==> src/hw/rtl/i2f_pkg.sv <==
// Shared types, constants and functions of the int32 to float32 converter.
`default_nettype none

package i2f_pkg;

    localparam int unsigned IntW  = 32;
    localparam int unsigned ExpW  = 8;
    localparam int unsigned FracW = 23;
    localparam int unsigned LzW   = 5;

    localparam logic [ExpW-1:0] ExpBase = 8'd158;

    typedef struct packed {
        logic            sign;
        logic            zero;
        logic [IntW-1:0] mag;
    } i2f_mag_t;

    typedef struct packed {
        logic            sign;
        logic            zero;
        logic [LzW-1:0]  lz;
        logic [IntW-1:0] mag;
    } i2f_lzc_t;

    typedef struct packed {
        logic            sign;
        logic            zero;
        logic [LzW-1:0]  lz;
        logic [IntW-1:0] norm;
    } i2f_norm_t;

    // Leading-zero count, binary search; meaningful for nonzero input.
    function automatic logic [LzW-1:0] lzc32(input logic [IntW-1:0] x);
        logic [IntW-1:0] v;
        logic [LzW-1:0]  n;
        v = x;
        n = '0;
        if (v[31:16] == 16'd0)
        begin
            n[4] = 1'b1;
            v = {v[15:0], 16'd0};
        end
        if (v[31:24] == 8'd0)
        begin
            n[3] = 1'b1;
            v = {v[23:0], 8'd0};
        end
        if (v[31:28] == 4'd0)
        begin
            n[2] = 1'b1;
            v = {v[27:0], 4'd0};
        end
        if (v[31:30] == 2'd0)
        begin
            n[1] = 1'b1;
            v = {v[29:0], 2'd0};
        end
        if (v[31] == 1'b0)
        begin
            n[0] = 1'b1;
        end
        return n;
    endfunction

endpackage

`default_nettype wire

==> src/hw/rtl/i2f_mag_stage.sv <==
// Stage 1: sign, zero flag and absolute value of the input.
`default_nettype none

module i2f_mag_stage
    import i2f_pkg::*;
(
    input  wire logic              clk,
    input  wire logic              rst_n,
    input  wire logic              valid_in,
    output logic                   ready_out,
    input  wire logic [IntW-1:0]   data_in,
    output logic                   valid_out,
    input  wire logic              ready_in,
    output i2f_mag_t               data_out
);

    logic     valid_reg;
    i2f_mag_t data_reg;
    i2f_mag_t data_next;

    assign ready_out = !valid_reg || ready_in;

    always_comb
    begin
        data_next.sign = data_in[IntW-1];
        data_next.zero = (data_in == '0);
        data_next.mag  = data_in[IntW-1] ? (IntW'(0) - data_in) : data_in;
    end

    always_ff @(posedge clk or negedge rst_n)
    begin
        if (!rst_n)
        begin
            valid_reg <= 1'b0;
        end
        else if (ready_out)
        begin
            valid_reg <= valid_in;
        end
    end

    always_ff @(posedge clk)
    begin
        if (valid_in && ready_out)
        begin
            data_reg <= data_next;
        end
    end

    assign valid_out = valid_reg;
    assign data_out  = data_reg;

endmodule

`default_nettype wire

==> src/hw/rtl/i2f_lzc_stage.sv <==
// Stage 2: leading-zero count of the magnitude.
`default_nettype none

module i2f_lzc_stage
    import i2f_pkg::*;
(
    input  wire logic     clk,
    input  wire logic     rst_n,
    input  wire logic     valid_in,
    output logic          ready_out,
    input  wire i2f_mag_t data_in,
    output logic          valid_out,
    input  wire logic     ready_in,
    output i2f_lzc_t      data_out
);

    logic     valid_reg;
    i2f_lzc_t data_reg;
    i2f_lzc_t data_next;

    assign ready_out = !valid_reg || ready_in;

    always_comb
    begin
        data_next.sign = data_in.sign;
        data_next.zero = data_in.zero;
        data_next.lz   = lzc32(data_in.mag);
        data_next.mag  = data_in.mag;
    end

    always_ff @(posedge clk or negedge rst_n)
    begin
        if (!rst_n)
        begin
            valid_reg <= 1'b0;
        end
        else if (ready_out)
        begin
            valid_reg <= valid_in;
        end
    end

    always_ff @(posedge clk)
    begin
        if (valid_in && ready_out)
        begin
            data_reg <= data_next;
        end
    end

    assign valid_out = valid_reg;
    assign data_out  = data_reg;

endmodule

`default_nettype wire

==> src/hw/rtl/i2f_norm_stage.sv <==
// Stage 3: left shift that puts the top one bit at bit 31.
`default_nettype none

module i2f_norm_stage
    import i2f_pkg::*;
(
    input  wire logic     clk,
    input  wire logic     rst_n,
    input  wire logic     valid_in,
    output logic          ready_out,
    input  wire i2f_lzc_t data_in,
    output logic          valid_out,
    input  wire logic     ready_in,
    output i2f_norm_t     data_out
);

    logic      valid_reg;
    i2f_norm_t data_reg;
    i2f_norm_t data_next;

    assign ready_out = !valid_reg || ready_in;

    always_comb
    begin
        data_next.sign = data_in.sign;
        data_next.zero = data_in.zero;
        data_next.lz   = data_in.lz;
        data_next.norm = data_in.mag << data_in.lz;
    end

    always_ff @(posedge clk or negedge rst_n)
    begin
        if (!rst_n)
        begin
            valid_reg <= 1'b0;
        end
        else if (ready_out)
        begin
            valid_reg <= valid_in;
        end
    end

    always_ff @(posedge clk)
    begin
        if (valid_in && ready_out)
        begin
            data_reg <= data_next;
        end
    end

    assign valid_out = valid_reg;
    assign data_out  = data_reg;

endmodule

`default_nettype wire

==> src/hw/rtl/i2f_round_stage.sv <==
// Stage 4: round to nearest even, exponent fix-up and packing.
`default_nettype none

module i2f_round_stage
    import i2f_pkg::*;
(
    input  wire logic      clk,
    input  wire logic      rst_n,
    input  wire logic      valid_in,
    output logic           ready_out,
    input  wire i2f_norm_t data_in,
    output logic           valid_out,
    input  wire logic      ready_in,
    output logic [IntW-1:0] data_out
);

    logic              valid_reg;
    logic [IntW-1:0]   data_reg;
    logic [IntW-1:0]   data_next;
    logic              guard;
    logic              sticky;
    logic              round_up;
    logic [FracW+1:0]  sig_rnd;
    logic              carry;
    logic [ExpW-1:0]   expo;
    logic [FracW-1:0]  frac;

    assign ready_out = !valid_reg || ready_in;

    always_comb
    begin
        guard    = data_in.norm[7];
        sticky   = |data_in.norm[6:0];
        round_up = guard && (sticky || data_in.norm[8]);
        sig_rnd  = {1'b0, data_in.norm[IntW-1:8]} + (FracW+2)'(round_up);
        carry    = sig_rnd[FracW+1];
        expo     = ExpBase - ExpW'(data_in.lz) + ExpW'(carry);
        frac     = carry ? '0 : sig_rnd[FracW-1:0];
        if (data_in.zero)
        begin
            data_next = '0;
        end
        else
        begin
            data_next = {data_in.sign, expo, frac};
        end
    end

    always_ff @(posedge clk or negedge rst_n)
    begin
        if (!rst_n)
        begin
            valid_reg <= 1'b0;
        end
        else if (ready_out)
        begin
            valid_reg <= valid_in;
        end
    end

    always_ff @(posedge clk)
    begin
        if (valid_in && ready_out)
        begin
            data_reg <= data_next;
        end
    end

    assign valid_out = valid_reg;
    assign data_out  = data_reg;

endmodule

`default_nettype wire

==> src/hw/rtl/int32_to_float32_convert_core.sv <==
// Converts a signed 32-bit integer to an IEEE 754 single-precision bit pattern,
// rounding to nearest with ties to even. Four register stages (magnitude,
// leading-zero count, normalize shift, round and pack) lie between input beat
// and output beat and sustain one beat per cycle while out_ready is high. Each
// stage holds its beat while the next one is full and stalled, so in_ready is
// low only when all four stages hold a beat and out_ready is low.
`default_nettype none

module int32_to_float32_convert_core
    import i2f_pkg::*;
(
    input  wire logic              clk,
    input  wire logic              rst_n,
    input  wire logic              in_valid,
    output logic                   in_ready,
    input  wire logic [IntW-1:0]   int_value,
    output logic                   out_valid,
    input  wire logic              out_ready,
    output logic [IntW-1:0]        float_bits
);

    logic      s1_valid;
    logic      s1_ready;
    i2f_mag_t  s1_data;
    logic      s2_valid;
    logic      s2_ready;
    i2f_lzc_t  s2_data;
    logic      s3_valid;
    logic      s3_ready;
    i2f_norm_t s3_data;

    i2f_mag_stage u_mag (
        .clk       (clk),
        .rst_n     (rst_n),
        .valid_in  (in_valid),
        .ready_out (in_ready),
        .data_in   (int_value),
        .valid_out (s1_valid),
        .ready_in  (s1_ready),
        .data_out  (s1_data)
    );

    i2f_lzc_stage u_lzc (
        .clk       (clk),
        .rst_n     (rst_n),
        .valid_in  (s1_valid),
        .ready_out (s1_ready),
        .data_in   (s1_data),
        .valid_out (s2_valid),
        .ready_in  (s2_ready),
        .data_out  (s2_data)
    );

    i2f_norm_stage u_norm (
        .clk       (clk),
        .rst_n     (rst_n),
        .valid_in  (s2_valid),
        .ready_out (s2_ready),
        .data_in   (s2_data),
        .valid_out (s3_valid),
        .ready_in  (s3_ready),
        .data_out  (s3_data)
    );

    i2f_round_stage u_round (
        .clk       (clk),
        .rst_n     (rst_n),
        .valid_in  (s3_valid),
        .ready_out (s3_ready),
        .data_in   (s3_data),
        .valid_out (out_valid),
        .ready_in  (out_ready),
        .data_out  (float_bits)
    );

endmodule

`default_nettype wire

==> config.mk <==
export PLATFORM = sky130hd
export DESIGN_NAME = int32_to_float32_convert_core
export DESIGN_NICKNAME = d
export VERILOG_FILES = /design/src/hw/rtl/i2f_pkg.sv /design/src/hw/rtl/i2f_mag_stage.sv /design/src/hw/rtl/i2f_lzc_stage.sv /design/src/hw/rtl/i2f_norm_stage.sv /design/src/hw/rtl/i2f_round_stage.sv /design/src/hw/rtl/int32_to_float32_convert_core.sv
export SDC_FILE = /design/constraint.sdc
export NUM_CORES = 1
export LEC_CHECK = 0
export BUFFER_PORTS_ARGS = -buffer_cell sky130_fd_sc_hd__buf_2
export CORE_MARGIN = 4
export CORE_UTILIZATION = 46
export DETAILED_ROUTE_END_ITERATION = 7
export PLACE_DENSITY = 0.64
export SLEW_MARGIN = 20
export SYNTH_ARGS = -nofsm -noshare
export SYNTH_HDL_FRONTEND = slang
export SYNTH_SLANG_ARGS = --single-unit
==> constraint.sdc <==
create_clock -name clk -period 5.4 [get_ports clk]
set_input_delay 0.54 -clock clk [delete_from_list [all_inputs] [get_ports clk]]
set_output_delay 0.54 -clock clk [all_outputs]
set_load 0.05 [all_outputs]
==> impl_results.md <==
- Die Ht: 137 µm
- Vias: 5002
- Status: finished clean
- Period utilization: 0.587
- Hpwl dp: about 11000 µm
- Simple-Gate Fraction of Synth Area: 0.140
- R2R depth: 11
- Avg Cell Area, Syn: ~12 µm²
- Worst-margin pin slew: 0.925 ns
- I/O Buffers: 69
- TritonCTS buffer count: 17
- Mapped cell area: around 7700 µm²
- Critical path type: reg -> reg
- Non-Filler Instances: between 900 and 1000
- Final instance area: 8770 µm²
- Gp weighted congestion: 0.902
- Crit path arrival time: between 3 and 4 ns
- Max VDD drop: 0.000228 V
- FMAX: 315 MHz
- Antenna-violating nets left: 0
- Avg Vias per Cell: 5.41
- Die Width: 137 µm
- Worst-path clk slew: 0.06 ns
- Final Critical Period: 3.17 ns
- Max capacitance violation total: 0
- First drt pass iteration count: 5
- Worst Setup SP: u_norm.data_out[8]
- Reg2reg setup slack: 2.23 ns
- I/O Pins: 70
- Synth warn: 0
- Slowest-stage cell, CP: nor4_1
- Diode count: 0
- Largest family of logic cells by synthesized area: simple AND/OR/NAND/NOR gates
- Slew headroom: 0.383
- Startpoint class of the critical path: flop
- Num rows: 47
- CTS tree: done
- Worst-path cell chain: and2_1 -> ha_1 -> nand3_1 -> nor4_1 -> and4_1 -> and4_1 -> inv_1 -> ha_1 -> ha_1 -> or2_2 -> a21oi_1
- Layout overhead on the synthesized area: 14.0%
- PwrDens: ~370 nW/µm²
- Most area-hungry cell type in the Yosys netlist: edfxtp_1
- Total design power: 0.00329 W
- P_leak: approximately 3.2 nW
- # Post-CTS Setup Buffers: 0
- First-pass GRT wire length: 23900 µm
- Crit-path max FO: 5
- Critical Path RT: 5.66 ns
- Crit path buf inv count: 1
- Synth top area cells: edfxtp_1 (56%), mux2i_1 (5.7%), mux4_2 (4.7%)
- Skew-Pair Late Insertion Delay: 0.41 ns
- Top-area cell type share of the netlist area: 0.562
- DIE AREA: approximately 19000 µm²
- CTS Root Cell: clkbuf_16
- Final WS setup: roughly 2.2 ns
- Setup Skew: 0.00628 ns
- Worst hold path class: in -> reg
- Layout cells sized above 1: 0.196
- # DRC: 0
- Adder-cell share of the synthesized area: 0.00651
- Core ar.: 16500 µm²
- Initial antenna violation count: 0
- Slew Limit Fails: 0
- FFs w/ async S/R, synth: 0.0270
- Seq/Total Area, Yosys: 0.575
- Min-Delay Path Depth: 2
- Mux share of post-synthesis cell area: 0.117
- RR Endpoint: u_round.data_out[25]
- Cell Count Post-Placement: a little under 900
- Count leader, synth: edfxtp_1
- GRT overflow: 0
- Tot GR Track Use: 0.162
- Largest net degree at the start of global routing: 40
- Syn nets: 667
- Prevailing post-synth register cell: edfxtp_1
- Starting DRT DRC Count: 260
- Cell variety after synth: 53
- # setup viols final: 0
- Syn Inst Count: 627
- Hold Vio Cnt, Final: 0
- Final wirelength: 14300 µm
- H-tree depth: 4
- Slowest stage delay, CP: 0.75 ns
- CTS resizes: 0
- Total negative slack: 0 ns
- Nature of the critical path endpoint: flop
- Crit path top cell by count: ha_1
- Worst min-delay path endpoint: u_mag.valid_out
- RSZ-0062 raised after global routing: false
- Cell family with most CP delay: simple AND/OR/NAND/NOR gates
- Placed inst area: 8230 µm²
- RR Startpoint: u_norm.data_out[8]
- Fin nets: 732
- Compound-Gate Fraction of Synth Area: 0.0801
- XOR/XNOR share of the synthesized area: 0.0569
- Min-delay src: in_valid
- Total clock sinks: 148
- Post-synth top cells: edfxtp_1 (144), nor2_1 (61), nand2_1 (56), mux2i_1 (44), xnor2_1 (37)
- DP Worst Slack: 2.28 ns
- Routed length per instance: 15.4 µm
- Hold-fix buffers, CTS: 1
- Number of global-route vias before repair: 5054
- Yosys reg bits: around 150
- Starting Density: 0.467
- CTS Buffer Depth: 2
- Post-synth EDFFs: 144
cell type report:
class | count | area [µm²]
sequential | 148 | 4420
clock buffer | 25 | 455
fill | 1453 | 7700
inverter | 15 | 56.3
timing repair buffer | 77 | 415
clock inverter | 7 | 57.6
multi-input combinational | 433 | 3080
tap | 220 | 275
worst max path at each step:
stage | endpoint | slack [ns] | cells after the start
6_report | u_round.data_out[25] | 2.23 | 11
5_1_grt | u_round.data_out[25] | 2.07 | 11
2_1_floorplan | u_round.data_out[25] | 2.71 | 11
3_5_place_dp | u_round.data_out[25] | 2.28 | 11
3_3_place_gp | u_round.data_out[25] | 2.34 | 11
4_1_cts | u_round.data_out[25] | 2.27 | 11
report_power, final:
group | switching (W) | leakage (nW) | internal (W)
combinational | 0.000430 | 1.46 | 0.000245
sequential | 0.000115 | 1.46 | 0.00147
clock | 0.000399 | 0.252 | 0.000626
total | 0.000944 | 3.17 | 0.00234
cells in the final DEF (no fill, tap or decap), types with 7 or more instances in the layout:
master	synthesis	routed
a211oi_1	7	7
a21oi_1	18	18
a31oi_1	9	9
buf_2	9	69
clkbuf_1	17	8
clkbuf_16	0	17
edfxtp_1	144	144
inv_1	13	13
mux2_2	9	9
mux2i_1	44	44
mux4_2	16	16
nand2_1	56	56
nand2b_1	10	10
nand3_1	14	14
nand4_1	7	7
nor2_1	61	61
nor3_1	11	11
o21ai_0	28	28
o22ai_1	7	7
o31ai_1	8	8
xnor2_1	37	37
xor2_1	13	13
metal layers:
metal | part of all wire | global-route usage | vias to the layer above
met5 | 0 | 0 | -
met4 | 0.042 | 0.0942 | 0
met3 | 0.043 | 0.0307 | 42
met2 | 0.49 | 0.277 | 143
met1 | 0.43 | 0.189 | 2339
li1 | - | - | 2478
logic make-up after synthesis:
family	count (synthesis)
adders and majority gates	4
DFF	148
xor gates and xnor gates	50
muxes	69
and+or+nand+nor	212
AOI/OAI and AO/OA	98
buffers and inverters	46
through the flow:
step | hold slack (ns) | utilization
5_1_grt | 0.348 | 0.533
4_1_cts | 0.325 | 0.532
3_5_place_dp | 0.348 | 0.500
2_1_floorplan | 0.244 | -
3_3_place_gp | 0.344 | 0.500
6_report | 0.337 | 0.533
flip-flops by register name, indices dropped and copies added, names as in the netlist:
signal,cells
u_lzc.valid_out,1
u_norm.valid_out,1
u_mag.data_out,34
u_round.data_out,32
u_round.valid_out,1
u_lzc.data_out,39
u_norm.data_out,39
u_mag.valid_out,1
No activity file was read; power rests on OpenSTA's default activity.
